### src/design/tksd_pkg.sv
// Shared types and constants for the terminal key sequence decoder.
`timescale 1ns / 1ps
`default_nettype none

package tksd_pkg;

  localparam int QUEUE_DEPTH = 2;

  localparam logic [7:0] B_ESC   = 8'h1B;
  localparam logic [7:0] B_DEL   = 8'd127;
  localparam logic [7:0] B_BS    = 8'd8;
  localparam logic [7:0] B_CR    = 8'h0D;
  localparam logic [7:0] B_LF    = 8'h0A;
  localparam logic [7:0] B_TAB   = 8'h09;
  localparam logic [7:0] B_SPACE = 8'h20;
  localparam logic [7:0] B_LBRK  = 8'h5B;
  localparam logic [7:0] B_O     = 8'h4F;
  localparam logic [7:0] B_TILDE = 8'h7E;
  localparam logic [7:0] B_SEMI  = 8'h3B;
  localparam logic [7:0] B_UA    = 8'h41;
  localparam logic [7:0] B_UB    = 8'h42;
  localparam logic [7:0] B_UC    = 8'h43;
  localparam logic [7:0] B_UD    = 8'h44;
  localparam logic [7:0] B_UF    = 8'h46;
  localparam logic [7:0] B_UH    = 8'h48;
  localparam logic [7:0] B_UP    = 8'h50;
  localparam logic [7:0] B_UQ    = 8'h51;
  localparam logic [7:0] B_UR    = 8'h52;
  localparam logic [7:0] B_US    = 8'h53;
  localparam logic [7:0] B_D1    = 8'h31;
  localparam logic [7:0] B_D2    = 8'h32;
  localparam logic [7:0] B_D3    = 8'h33;
  localparam logic [7:0] B_D4    = 8'h34;
  localparam logic [7:0] B_D5    = 8'h35;
  localparam logic [7:0] B_D6    = 8'h36;

  localparam logic [4:0] K_UNKNOWN   = 5'd0;
  localparam logic [4:0] K_CHAR      = 5'd1;
  localparam logic [4:0] K_ENTER     = 5'd2;
  localparam logic [4:0] K_TAB       = 5'd3;
  localparam logic [4:0] K_BACKSPACE = 5'd4;
  localparam logic [4:0] K_SPACE     = 5'd5;
  localparam logic [4:0] K_UP        = 5'd6;
  localparam logic [4:0] K_DOWN      = 5'd7;
  localparam logic [4:0] K_RIGHT     = 5'd8;
  localparam logic [4:0] K_LEFT      = 5'd9;
  localparam logic [4:0] K_HOME      = 5'd10;
  localparam logic [4:0] K_END       = 5'd11;
  localparam logic [4:0] K_PGUP      = 5'd12;
  localparam logic [4:0] K_PGDN      = 5'd13;
  localparam logic [4:0] K_INSERT    = 5'd14;
  localparam logic [4:0] K_DELETE    = 5'd15;
  localparam logic [4:0] K_F1        = 5'd16;
  localparam logic [4:0] K_F2        = 5'd17;

  typedef enum logic [4:0] {
    CLS_GAP, CLS_ESC, CLS_LBRK, CLS_O,
    CLS_A, CLS_B, CLS_C, CLS_D, CLS_F, CLS_H,
    CLS_P, CLS_Q, CLS_R, CLS_S,
    CLS_TILDE, CLS_SEMI,
    CLS_1, CLS_2, CLS_3, CLS_4, CLS_5, CLS_6,
    CLS_ENTER, CLS_TAB, CLS_BKSP, CLS_SPACE, CLS_OTHER
  } byte_class_t;

  typedef struct packed {
    byte_class_t cls;
    logic [7:0]  data;
  } queue_entry_t;

  typedef struct packed {
    logic empty;
    logic full;
  } queue_status_t;

endpackage

`default_nettype wire

### src/design/terminal_key_sequence_decoder.sv
// Top level of the terminal key sequence decoder.
//
// Input stream (s_axis_*): one transaction per received byte or gap marker.
//   tdata carries the byte, tuser is high for a gap (no byte, tdata ignored).
// Output stream (m_axis_*): one transaction per decoded key event.
//   tdata carries the key code, the F3/F4 flag and the character value.
// A front stage classifies each byte and writes it into a small queue; the
// sequence state machine drains the queue into the output register.
// A byte that ends a key event is written into the queue and then popped into
//   the output register, from which it shows on m_axis.
// Throughput: one input transaction per cycle while the queue is not full, set
//   by the state machine step that reads one queue entry a cycle when not stalled.
// Bytes that open or continue a sequence, and gaps while idle, give no output.
// When m_axis_tready is low the output register holds its event, the queue
//   fills, and s_axis_tready drops once the queue is full.
// Reset clears the queue, the output valid and the parse state to idle; the
//   block accepts input in the first cycle after reset.
`timescale 1ns / 1ps
`default_nettype none

module terminal_key_sequence_decoder
  import tksd_pkg::*;
#(
  parameter int QueueDepth = QUEUE_DEPTH
) (
  input  wire logic        clk,
  input  wire logic        rst,
  input  wire logic        s_axis_tvalid,
  output logic             s_axis_tready,
  input  wire logic [7:0]  s_axis_tdata,   // [7:0] in_byte
  input  wire logic        s_axis_tuser,   // [0] op (gap)
  output logic             m_axis_tvalid,
  input  wire logic        m_axis_tready,
  output logic [15:0]      m_axis_tdata    // [4:0] key_code, [5] key_f_high,
                                           // [13:6] char_value, [15:14] zero
);

  logic          push;
  logic          pop;
  queue_entry_t  push_entry;
  queue_entry_t  pop_entry;
  queue_status_t q_status;

  tksd_front u_front (
    .s_axis_tvalid (s_axis_tvalid),
    .s_axis_tready (s_axis_tready),
    .s_axis_tdata  (s_axis_tdata),
    .s_axis_tuser  (s_axis_tuser),
    .q_status      (q_status),
    .push          (push),
    .push_entry    (push_entry)
  );

  tksd_queue #(
    .Depth (QueueDepth)
  ) u_queue (
    .clk        (clk),
    .rst        (rst),
    .push       (push),
    .push_entry (push_entry),
    .pop        (pop),
    .pop_entry  (pop_entry),
    .q_status   (q_status)
  );

  tksd_back u_back (
    .clk           (clk),
    .rst           (rst),
    .q_status      (q_status),
    .pop_entry     (pop_entry),
    .pop           (pop),
    .m_axis_tvalid (m_axis_tvalid),
    .m_axis_tready (m_axis_tready),
    .m_axis_tdata  (m_axis_tdata)
  );

endmodule

`default_nettype wire

### src/design/tksd_front.sv
// Input side: accepts bytes and gap markers and tags each with its byte class.
`timescale 1ns / 1ps
`default_nettype none

module tksd_front
  import tksd_pkg::*;
(
  input  wire logic          s_axis_tvalid,
  output logic               s_axis_tready,
  input  wire logic [7:0]    s_axis_tdata,
  input  wire logic          s_axis_tuser,
  input  wire queue_status_t q_status,
  output logic               push,
  output queue_entry_t       push_entry
);

  byte_class_t cls;

  always_comb begin
    if (s_axis_tuser) begin
      cls = CLS_GAP;
    end else begin
      unique case (s_axis_tdata)
        B_ESC:        cls = CLS_ESC;
        B_LBRK:       cls = CLS_LBRK;
        B_O:          cls = CLS_O;
        B_UA:         cls = CLS_A;
        B_UB:         cls = CLS_B;
        B_UC:         cls = CLS_C;
        B_UD:         cls = CLS_D;
        B_UF:         cls = CLS_F;
        B_UH:         cls = CLS_H;
        B_UP:         cls = CLS_P;
        B_UQ:         cls = CLS_Q;
        B_UR:         cls = CLS_R;
        B_US:         cls = CLS_S;
        B_TILDE:      cls = CLS_TILDE;
        B_SEMI:       cls = CLS_SEMI;
        B_D1:         cls = CLS_1;
        B_D2:         cls = CLS_2;
        B_D3:         cls = CLS_3;
        B_D4:         cls = CLS_4;
        B_D5:         cls = CLS_5;
        B_D6:         cls = CLS_6;
        B_CR, B_LF:   cls = CLS_ENTER;
        B_TAB:        cls = CLS_TAB;
        B_DEL, B_BS:  cls = CLS_BKSP;
        B_SPACE:      cls = CLS_SPACE;
        default:      cls = CLS_OTHER;
      endcase
    end
  end

  assign s_axis_tready   = !q_status.full;
  assign push            = s_axis_tvalid && !q_status.full;
  assign push_entry.cls  = cls;
  assign push_entry.data = s_axis_tdata;

endmodule

`default_nettype wire

### src/design/tksd_queue.sv
// Small FIFO of classified bytes between the front and the sequence decoder.
`timescale 1ns / 1ps
`default_nettype none

module tksd_queue
  import tksd_pkg::*;
#(
  parameter int Depth = QUEUE_DEPTH
) (
  input  wire logic          clk,
  input  wire logic          rst,
  input  wire logic          push,
  input  wire queue_entry_t  push_entry,
  input  wire logic          pop,
  output queue_entry_t       pop_entry,
  output queue_status_t      q_status
);

  localparam int AW = (Depth > 1) ? $clog2(Depth) : 1;
  localparam int CW = $clog2(Depth + 1);
  localparam logic [AW-1:0] LAST = AW'(Depth - 1);
  localparam logic [CW-1:0] FULL_COUNT = CW'(Depth);

  queue_entry_t  mem [Depth];
  logic [AW-1:0] wr_ptr;
  logic [AW-1:0] rd_ptr;
  logic [CW-1:0] count;

  always_ff @(posedge clk) begin
    if (push) begin
      mem[wr_ptr] <= push_entry;
    end
  end

  always_ff @(posedge clk) begin
    if (rst) begin
      wr_ptr <= '0;
      rd_ptr <= '0;
      count  <= '0;
    end else begin
      if (push) begin
        wr_ptr <= (wr_ptr == LAST) ? '0 : wr_ptr + 1'b1;
      end
      if (pop) begin
        rd_ptr <= (rd_ptr == LAST) ? '0 : rd_ptr + 1'b1;
      end
      if (push && !pop) begin
        count <= count + 1'b1;
      end else if (pop && !push) begin
        count <= count - 1'b1;
      end
    end
  end

  assign pop_entry      = mem[rd_ptr];
  assign q_status.empty = (count == '0);
  assign q_status.full  = (count == FULL_COUNT);

endmodule

`default_nettype wire

### src/design/tksd_back.sv
// Escape sequence state machine with registered key event output.
`timescale 1ns / 1ps
`default_nettype none

module tksd_back
  import tksd_pkg::*;
(
  input  wire logic          clk,
  input  wire logic          rst,
  input  wire queue_status_t q_status,
  input  wire queue_entry_t  pop_entry,
  output logic               pop,
  output logic               m_axis_tvalid,
  input  wire logic          m_axis_tready,
  output logic [15:0]        m_axis_tdata
);

  typedef enum logic [3:0] {
    S_IDLE, S_ESC, S_CSI, S_SS3, S_TILDE,
    S_CSI1, S_CSI1_SEMI, S_CSI4, S_CSI4_SEMI
  } state_t;

  state_t      state, state_next;
  logic [4:0]  pending_key, pending_key_next;
  logic [4:0]  key_code;
  logic        key_f_high;
  logic [7:0]  char_value;

  logic        emit;
  logic [4:0]  code;
  logic        fhigh;
  logic [7:0]  ch;
  byte_class_t cls;

  function automatic logic [4:0] arrow_key(byte_class_t c);
    unique case (c)
      CLS_A:   return K_UP;
      CLS_B:   return K_DOWN;
      CLS_C:   return K_RIGHT;
      CLS_D:   return K_LEFT;
      CLS_H:   return K_HOME;
      CLS_F:   return K_END;
      default: return K_UNKNOWN;
    endcase
  endfunction

  assign cls = pop_entry.cls;
  assign pop = !q_status.empty && (!m_axis_tvalid || m_axis_tready);

  always_comb begin
    emit             = 1'b0;
    code             = K_UNKNOWN;
    fhigh            = 1'b0;
    ch               = 8'd0;
    state_next       = S_IDLE;
    pending_key_next = pending_key;
    if (state == S_IDLE) begin
      unique case (cls)
        CLS_GAP: ;
        CLS_ESC: begin
          state_next       = S_ESC;
          pending_key_next = K_UNKNOWN;
        end
        CLS_ENTER: begin emit = 1'b1; code = K_ENTER; end
        CLS_TAB:   begin emit = 1'b1; code = K_TAB; end
        CLS_BKSP:  begin emit = 1'b1; code = K_BACKSPACE; end
        CLS_SPACE: begin emit = 1'b1; code = K_SPACE; end
        default: begin
          emit = 1'b1;
          code = K_CHAR;
          ch   = pop_entry.data;
        end
      endcase
    end else begin
      // anything not matched below closes the sequence as unknown
      emit = 1'b1;
      unique case (state)
        S_ESC: begin
          unique case (cls)
            CLS_LBRK: begin emit = 1'b0; state_next = S_CSI; pending_key_next = K_UNKNOWN; end
            CLS_O:    begin emit = 1'b0; state_next = S_SS3; pending_key_next = K_UNKNOWN; end
            default: ;
          endcase
        end
        S_CSI: begin
          unique case (cls) inside
            CLS_A, CLS_B, CLS_C, CLS_D, CLS_H, CLS_F: code = arrow_key(cls);
            CLS_5: begin emit = 1'b0; state_next = S_TILDE; pending_key_next = K_PGUP; end
            CLS_6: begin emit = 1'b0; state_next = S_TILDE; pending_key_next = K_PGDN; end
            CLS_2: begin emit = 1'b0; state_next = S_TILDE; pending_key_next = K_INSERT; end
            CLS_3: begin emit = 1'b0; state_next = S_TILDE; pending_key_next = K_DELETE; end
            CLS_1: begin emit = 1'b0; state_next = S_CSI1; pending_key_next = K_UNKNOWN; end
            CLS_4: begin emit = 1'b0; state_next = S_CSI4; pending_key_next = K_UNKNOWN; end
            default: ;
          endcase
        end
        S_SS3: begin
          unique case (cls) inside
            CLS_A, CLS_B, CLS_C, CLS_D, CLS_H, CLS_F: code = arrow_key(cls);
            CLS_P: code = K_F1;
            CLS_Q: code = K_F2;
            CLS_R: begin code = K_F1; fhigh = 1'b1; end
            CLS_S: begin code = K_F2; fhigh = 1'b1; end
            default: ;
          endcase
        end
        S_TILDE: begin
          if (cls == CLS_TILDE) begin
            code = pending_key;
          end
        end
        S_CSI1: begin
          unique case (cls)
            CLS_TILDE: code = K_HOME;
            CLS_SEMI: begin emit = 1'b0; state_next = S_CSI1_SEMI; pending_key_next = K_UNKNOWN; end
            default: ;
          endcase
        end
        S_CSI1_SEMI: begin
          unique case (cls)
            CLS_5: begin emit = 1'b0; state_next = S_TILDE; pending_key_next = K_PGUP; end
            CLS_6: begin emit = 1'b0; state_next = S_TILDE; pending_key_next = K_PGDN; end
            default: ;
          endcase
        end
        S_CSI4: begin
          unique case (cls)
            CLS_TILDE: code = K_END;
            CLS_SEMI: begin emit = 1'b0; state_next = S_CSI4_SEMI; pending_key_next = K_UNKNOWN; end
            default: ;
          endcase
        end
        S_CSI4_SEMI: begin
          if (cls == CLS_1) begin
            emit             = 1'b0;
            state_next       = S_TILDE;
            pending_key_next = K_END;
          end
        end
        default: ;
      endcase
      // a gap inside a sequence always ends it as unknown
      if (cls == CLS_GAP) begin
        emit             = 1'b1;
        code             = K_UNKNOWN;
        fhigh            = 1'b0;
        state_next       = S_IDLE;
        pending_key_next = pending_key;
      end
    end
  end

  always_ff @(posedge clk) begin
    if (rst) begin
      state         <= S_IDLE;
      pending_key   <= K_UNKNOWN;
      m_axis_tvalid <= 1'b0;
      key_code      <= K_UNKNOWN;
      key_f_high    <= 1'b0;
      char_value    <= 8'd0;
    end else if (pop) begin
      state         <= state_next;
      pending_key   <= pending_key_next;
      m_axis_tvalid <= emit;
      if (emit) begin
        key_code   <= code;
        key_f_high <= fhigh;
        char_value <= ch;
      end
    end else if (m_axis_tready) begin
      m_axis_tvalid <= 1'b0;
    end
  end

  assign m_axis_tdata = {2'b00, char_value, key_f_high, key_code};

endmodule

`default_nettype wire

### config.mk
export PLATFORM = sky130hd
export DESIGN_NAME = terminal_key_sequence_decoder
export DESIGN_NICKNAME = d
export VERILOG_FILES = /design/src/design/tksd_pkg.sv /design/src/design/terminal_key_sequence_decoder.sv /design/src/design/tksd_front.sv /design/src/design/tksd_queue.sv /design/src/design/tksd_back.sv
export SDC_FILE = /design/constraint.sdc
export NUM_CORES = 1
export LEC_CHECK = 0
export CAP_MARGIN = 20
export CORE_ASPECT_RATIO = 0.75
export CORE_MARGIN = 5
export CORE_UTILIZATION = 40
export DETAILED_ROUTE_END_ITERATION = 10
export DONT_BUFFER_PORTS = 1
export GPL_ROUTABILITY_DRIVEN = 0
export HOLD_SLACK_MARGIN = 0.08
export PLACE_DENSITY_LB_ADDON = 0.12
export SLEW_MARGIN = 20
export SYNTH_ARGS = -nofsm -noshare
export SYNTH_HDL_FRONTEND = slang
export SYNTH_SLANG_ARGS = --single-unit
export TNS_END_PERCENT = 100
### constraint.sdc
create_clock -name clk -period 3.35 [get_ports clk]
set_clock_uncertainty 0.2 [all_clocks]
set_input_delay 0.335 -clock clk [delete_from_list [all_inputs] [get_ports clk]]
set_output_delay 0.335 -clock clk [all_outputs]
set_load 0.01 [all_outputs]
# After elaboration in Yosys (flattened, before gate mapping)
# Memories as Yosys holds them, arrays and structs flattened. A register that Yosys moved wholly into a read port is not among the register bits.
# Index checks and enable logic that the tools add are counted.
# Widths: inputs -> output; s select.
dict set report totals {
  rom_bits 640
  ff_bits 28
  wordCells 142
  mem_bits_rw 26
  output_inout_bits 18
  inputBits 13
  n_memories 2
}
dict set report classes {
  eq_ne 41
  add_sub_neg 4
  reduce_logical 30
  mux 56
}
# name words word_bits rd rd_ports_with_merged_regs wr line_no
set mem_list {}
lappend mem_list {{(no name shown)} 128 5 1 0 0 tksd_front.sv:23} ;# unique case (s_axis_tdata)
lappend mem_list {u_queue.mem 2 13 1 1 1 tksd_queue.sv:24} ;# queue_entry_t mem [Depth];
# op count
set ops {}
lappend ops {{$pmux 5 s5} 3}
lappend ops {{$mux 5} 12}
lappend ops {{$eq 5x5->1 const B} 10}
lappend ops {{$pmux 4 s6} 2}
lappend ops {{$eq 5x4->1 const B} 8}
lappend ops {{$mux 1} 21}
lappend ops {{$eq 5x3->1 const B} 4}
lappend ops {{$mux 4} 5}
lappend ops {{$reduce_or 6->1} 3}
lappend ops {{$eq 4x3->1 const B} 4}
lappend ops {{$mux 8} 2}
lappend ops {{$reduce_or 2->1} 8}
lappend ops {{$pmux 3 s5} 1}
lappend ops {{$pmux 5 s3} 1}
lappend ops {{$eq 5x2->1 const B} 2}
lappend ops {{$pmux 5 s2} 1}
lappend ops {{$mux 3} 3}
lappend ops {{$pmux 3 s3} 1}
lappend ops {{$reduce_and 9->1} 1}
lappend ops {{$eq 4x2->1 const B} 2}
lappend ops {{$ne 7x2->1 const B} 1}
lappend ops {{$ne 3x1->1 const B} 2}
lappend ops {{$reduce_bool 6->1} 1}
lappend ops {{$eq 5x1->1 const B} 1}
lappend ops {{22 further kinds} 32}

# Longest topological paths before layout
# Gate-level depths: netlist (run 1).
dict set report depth {
  depth_word 7
  ltp_mapped 9
  mapped_depth_nobuf 8
}

# Hierarchy
# Synthesis (run 1) repeated with hierarchy kept, for this count alone.
dict set report hier_totals {
  cells_unflattened 343
  hier_area_um2 3387.0
}
# module instances seq_area_each_um2 cells_each area_each_um2
set by_module_without_submodules {}
lappend by_module_without_submodules {tksd_back 1 460.4 183 1567.8}
lappend by_module_without_submodules {tksd_queue 1 880.8 62 1139.8}
lappend by_module_without_submodules {tksd_front 1 0.0 98 679.4}

# Least setup slack after synthesis (run 1)
# No wires, ideal clock.
dict set report synth_timing {
  path_kind {register -> register}
  from {reg with a tool-made name}
  to {reg u_back.char_value[4]}
  path_buffers 3
  arrival_ps 2044
  stages_incl_launch_ff 10
  setup_time_ps 121
  synth_period_minus_slack_ps 2366
  t_required_ps 3029
  path_slack_ps 984
  cell_sequence {dfxtp_1 buf_2 mux2_2 o21ai_0 a21oi_1 or2_1 buf_2 a21o_4 buf_12 mux2_4}
}
# item line_no
set synth_lines {}
lappend synth_lines {{end signal, assigned} tksd_back.sv:168} ;# char_value <= ch;
lappend synth_lines {{end, declared} tksd_back.sv:27} ;# logic [7:0] char_value;

==> impl_metrics.json, run 1 <==
{
  "portBuffers": 0,
  "num-fill-cells": 829,
  "die_w_um": 117,
  "hold_path.class": "primary input to flop",
  "clk_pin_slew_worst_paths_ns": 0.08,
  "start_kind": "flop",
  "crit_family": "multiplexers",
  "cts_htree_levels": 2,
  "drv_slew": 0,
  "drtIter0Drc": 193,
  "cap_violations": 0,
  "cp_slowest_cell": "dfxtp_1",
  "synth_area_leaders": "edfxtp_1, dfxtp_1, mux2i_1, a21oi_1, nor2_1",
  "tritoncts": "done",
  "path_cells": "buf_4 > nand3_1 > o21ai_0 > mux2i_1 > and3_1 > a21o_4 > mux2_2",
  "grt_pass1_wl_mm": 13.8,
  "crit_cells": 7,
  "slew-limit-headroom_pct": 40.1,
  "grt_max_degree": 23,
  "reg2reg_depth": 7,
  "worst-endpoint-arrival_ns": 2.72,
  "dp_hpwl_mm": 6.03,
  "cts_inserted_buffers": 5,
  "ys_ff_latch": 54,
  "final_cell_area_um2": 3720,
  "drc": 0,
  "rows": 29,
  "viasPerCell": 5.88,
  "path_max_fanout": 22,
  "finalCritPeriodShare_pct": 81.3,
  "hold_viol": 0,
  "multi_input_area_um2": 1910,
  "clk_latency_ns": 0.30,
  "wire_per_inst_um": 17.8,
  "synth_seq_area_share_pct": 39.0,
  "required_ns": 3.34,
  "cp_num_buf_inv": 1,
  "reg2reg_slack_ns": 0.63,
  "p_leak_nw": 1.31,
  "cp-end-kind": "flop",
  "synth_common_cells": "nor2_1, dfxtp_1, edfxtp_1, a21oi_1, nand2_1",
  "period_minus_slack_ns": 2.72,
  "layout-drive-gt1-share_pct": 12.8,
  "core_area_um2": 8420,
  "synth_top_area_share_pct": 22.7,
  "yosysTopAreaCell": "edfxtp_1",
  "rsz0062_at_grt": "false",
  "yosysUniqueCellTypes": 76,
  "grt_pass1_vias": 2529,
  "cp-endpoint": "u_back.char_value[0]",
  "ant_nets": 0,
  "yosysWarningCount": 0,
  "start_util_pct": 40.9,
  "areaGrowthSynthToFinish_pct": 8.18,
  "gr-total-overflow": 0,
  "synth_area_um2": 3440,
  "first_pass_iters": 5,
  "irDropWorstVdd_uv": 337,
  "whs_ns": 0.0938,
  "insertedDiodeCount": 0,
  "cellPowerDensity_nw_per_um2": 798,
  "antenna_found_initial": 0,
  "cts-root-buf": "clkbuf_16",
  "critical_path_class": "flop to flop",
  "dieArea_um2": 10600,
  "fin_setup_tns_ns": 0,
  "r2r_end": "u_back.char_value[0]",
  "status": "finished clean",
  "synthCells": 360,
  "wl_mm": 8.30,
  "vias": 2747,
  "synth_edf_count": 26,
  "fmax_ghz": 0.367,
  "synth_area_per_cell_um2": 9.56,
  "cts_setup_buffers": 0,
  "hold_start": "rst",
  "synthArstFlopShare_pct": 0,
  "grt_usage_pct": 16.3,
  "post_dp_cell_area_um2": 3470,
  "cts.sinks": 54,
  "critPathMaxStageDelay_ns": 0.50,
  "setup_viol": 0,
  "final_nets": 377,
  "ys.flop_type": "dfxtp_1",
  "max_slew.worst_pin.slew_ns": 0.895,
  "io_pins": 31,
  "die_h_um": 90.4,
  "synth_most_common_cell": "nor2_1",
  "seq_area_um2": 1340,
  "cts_buffer_depth": 2
}
[layer usage]
layer / global-route usage, % / vias up / part of all wire (%)
met4: 3.92 / 0 / 0.86
li1: - / 1338 / -
met3: 3.68 / 8 / 6.5
met5: 0 / - / 0
met1: 26.7 / 1302 / 53
met2: 21.0 / 99 / 40
[kinds of logic after synthesis]
family	count (synthesis)	share of synthesized area [%]
compound gates	91	18.6
xor+xnor	8	2.03
fa+ha+maj	6	2.18
buf+inv	38	5.74
flops	54	39.0
mux	29	9.85
other cells	1	0.109
simple gates	133	22.5
[flip-flops by register name, indices dropped and copies added (netlist names), named ones only]
name                  cells
u_back.char_value         8
u_back.key_code           5
u_back.key_f_high         1
u_back.m_axis_tvalid      1
u_back.pending_key        4
u_back.state              4
u_queue.count             2
u_queue.mem              26
u_queue.rd_ptr            1
u_queue.wr_ptr            1
[worst min path at each step]
stage,endpoint,cells after the start
after floorplan,u_queue.mem[0][0],0
after global placement,u_back.key_code[2],1
after detailed placement,u_back.key_code[3],1
after CTS,u_back.char_value[0],2
after global routing,u_back.char_value[0],2
final,u_back.char_value[3],2
[timing repair]
action,in CTS,in global routing
hold buffers,10,0
hold endpoints to repair,47,0
resized for setup,0,0
[per-stage QoR]
| stage | power, mW | setup slack, ns | utilization (%) | instances |
|---|---|---|---|---|
| after CTS | 2.98 | 0.662 | 44.2 | 467 |
| after detailed placement | 2.41 | 0.666 | 41.2 | 449 |
| final | 2.97 | 0.625 | 44.2 | 467 |
| after floorplan | 2.18 | 0.984 | - | 361 |
| after global placement | 2.41 | 0.746 | 41.2 | 449 |
| after global routing | 3.19 | 0.438 | 44.2 | 467 |
[cell type report]
type	count	share of cell area, %
Clock inverter	3	0.773
Multi-Input combinational cell	269	51.2
Inverter	13	1.31
Timing Repair Buffer	15	3.69
Clock buffer	5	3.36
Tap cell	108	3.63
Sequential cell	54	36.0
[report_power, final]
part,leakage (nW),total [mW],switching [mW],internal (mW)
Clock,0.0759,0.535,0.250,0.285
Sequential,0.473,1.06,0.188,0.868
Combinational,0.756,1.38,0.805,0.578
Total,1.31,2.97,1.24,1.73
[layout by cell type (no fill, tap or decap), types with 3 or more instances in the layout]
cell	Yosys	final
nor4_1	4	4
a21o_1	3	3
dfxtp_1	28	28
nor2b_1	15	15
or3_1	6	6
o32ai_1	3	3
o21bai_1	3	3
nor4b_1	4	4
a21oi_1	22	22
nor2_1	29	29
xnor2_1	4	4
edfxtp_1	26	26
buf_4	5	5
ha_1	6	6
clkbuf_16	0	5
nand2_1	17	17
mux2_2	6	6
a31oi_1	8	8
mux2i_1	16	16
o21ai_0	15	15
and3_1	3	3
or2_2	3	3
nor3_1	16	16
dlygate4sd3_1	0	10
inv_1	13	13
mux2_4	5	5
nand3_1	6	6
a31o_2	3	3
nor3b_1	5	5
a211oi_1	9	9
nand2b_1	4	4
xor2_1	4	4
Note: power is estimated with default switching activity, not from simulation.
==> run 2: changes to the inputs <==
==> constraint.sdc (replaced) <==
create_clock -name clk -period 2.49 [get_ports clk]
set_clock_uncertainty 0.2 [all_clocks]
set_input_delay 0.249 -clock clk [delete_from_list [all_inputs] [get_ports clk]]
set_output_delay 0.249 -clock clk [all_outputs]
set_load 0.01 [all_outputs]
==> impl_metrics.json, run 2 (synthesis gave the netlist of run 1 again) <==
{
  "fmax_ghz": 0.418,
  "dp_hpwl_mm": 5.78,
  "num-fill-cells": 810,
  "grt_pass1_vias": 2627,
  "cts_buffer_depth": 2,
  "antenna_found_initial": 1,
  "largest_reg_flops": 26,
  "rows": 29,
  "die_h_um": 90.4,
  "layout-drive-gt1-share_pct": 19.6,
  "setup_viol": 0,
  "drtIter0Drc": 188,
  "finalCritPeriodShare_pct": 96.1,
  "status": "finished clean",
  "post-route-util_pct": 47.4,
  "hold_start": "rst",
  "mostFrequentLayoutCells": "nor2_1, edfxtp_1, dfxtp_1, buf_4, a21oi_1",
  "grt_max_degree": 32,
  "first_pass_iters": 6,
  "slew-limit-headroom_pct": 59.1,
  "portBuffers": 0,
  "setup_slack_ns": 0.0972,
  "required_ns": 2.48,
  "tritoncts": "done",
  "dieArea_um2": 10600,
  "core_area_um2": 8420,
  "mostFrequentLayoutCell": "nor2_1",
  "cts_inserted_buffers": 5,
  "rsz0062_at_grt": "false",
  "grt_usage_pct": 15.6,
  "start_util_pct": 40.9,
  "cp-end-kind": "flop",
  "cts.sinks": 54,
  "cellPowerDensity_nw_per_um2": 1080,
  "worst-endpoint-arrival_ns": 2.38,
  "reg2reg_slack_ns": 0.1,
  "critical_path_class": "flop to flop",
  "final_cell_area_um2": 3990,
  "hold_path_end": "u_back.char_value[4]",
  "max_slew.worst_pin.slew_ns": 0.613,
  "vias": 2779,
  "clk_latency_ns": 0.29,
  "hold_path_depth": 2,
  "hold_viol": 0,
  "io_pins": 31,
  "cts-root-buf": "clkbuf_16",
  "r2r_end": "u_back.char_value[7]",
  "insertedDiodeCount": 0,
  "place_ws_ns": 0.0338,
  "top_regs": "u_queue.mem: 26 flops, u_back.char_value: 8 flops, u_back.key_code: 5 flops",
  "die_w_um": 117,
  "irDropWorstVdd_uv": 552,
  "reg2reg_depth": 7,
  "gr-total-overflow": 0,
  "cts_htree_levels": 2,
  "grt_pass1_wl_mm": 13.4,
  "cap_violations": 0,
  "path_max_fanout": 14,
  "clk_pin_slew_worst_paths_ns": 0.07,
  "viasPerCell": 5.66,
  "areaGrowthSynthToFinish_pct": 15.8,
  "post_dp_cell_area_um2": 3620,
  "drc": 0,
  "p_leak_nw": 1.44,
  "start_kind": "flop",
  "top_register": "u_queue.mem",
  "drv_slew": 0,
  "wl_mm": 8.04,
  "wire_per_inst_um": 16.4,
  "final_nets": 401,
  "hold_path.class": "primary input to flop",
  "ant_nets": 0,
  "worstReg2RegStart": "u_queue.mem[0][12]",
  "period_minus_slack_ns": 2.39
}
==> run 2: cell types whose count changed in the layout (fill, tap and decap cells not counted), sizes merged <==
| cell | delta |
|---|---|
| bufinv | +1 |
| clkinv | -1 |
| buf | +21 |
| dlygate4sd3 | +3 |
==> run 2: cell type report <==
| type | instances | area [um2] | area share, % |
|---|---|---|---|
| inverters | 13 | 48.8 | 1.22 |
| clock buffers | 5 | 125 | 3.14 |
| multi-input cells | 269 | 1930 | 48.5 |
| repair buffers | 39 | 350 | 8.79 |
| flip-flops and latches | 54 | 1350 | 33.7 |
| well taps | 108 | 135 | 3.39 |
| clock inverters | 3 | 47.5 | 1.19 |
==> run 2: what timing repair did <==
| item | CTS | global route |
|---|---|---|
| hold buffers | 13 | 1 |
| pin swaps | 1 | 3 |
| setup buffers | 0 | 2 |
| resized for setup | 0 | 8 |
| endpoints found under the setup margin | 1 | 14 |
| gates cloned | 0 | 0 |
| endpoints found under the hold margin | 54 | 1 |
==> run 2: how the worst max path moves through the flow <==
stage / slack, ns / startpoint / cells past startpoint / to
floorplan: 0.12 / flop / 9 / u_back.char_value[4]
CTS: 0.01 / u_back.state[0] / 7 / u_back.m_axis_tvalid
global route: 0.02 / u_back.state[1] / 6 / u_back.char_value[2]
detailed placement: 0.03 / u_back.state[0] / 7 / u_back.m_axis_tvalid
global placement: -0.04 / u_back.state[0] / 7 / u_back.m_axis_tvalid
finish: 0.1 / u_queue.mem[0][12] / 7 / u_back.char_value[7]
==> run 2: layer usage <==
layer,part of all wire [%],global-route usage (%),up-vias
li1,-,-,1384
met1,51,24.4,1299
met2,41,20.6,86
met3,7.6,4.96,8
met4,0.78,3.15,2
met5,0.087,0,-
==> run 2: worst max-delay path: stages, from the launching register on <==
cell and delay, ns:
edfxtp_1 0.43, buf_4 0.18, nor4b_1 0.13, a31o_2 0.22
and4b_1 0.22, or2_1 0.27, a21o_4 0.32, mux2_4 0.31
==> run 2: where the power goes <==
part | switching [mW] | total [mW] | leakage [nW] | internal [mW]
sequential | 0.218 | 1.39 | 0.474 | 1.17
clock | 0.321 | 0.801 | 0.0844 | 0.480
combinational | 1.12 | 2.11 | 0.883 | 0.988
==> run 2: metrics by stage <==
step                      TNS [ns]  total power, mW  hold slack (ns)  cells
after floorplan                  0             2.94            0.148    361
after global placement     -0.0366             3.43            0.120    467
after detailed placement         0             3.42            0.121    467
after CTS                        0             4.27           0.0835    488
after global routing             0             4.63           0.0851    491
final                            0             4.30           0.0882    491
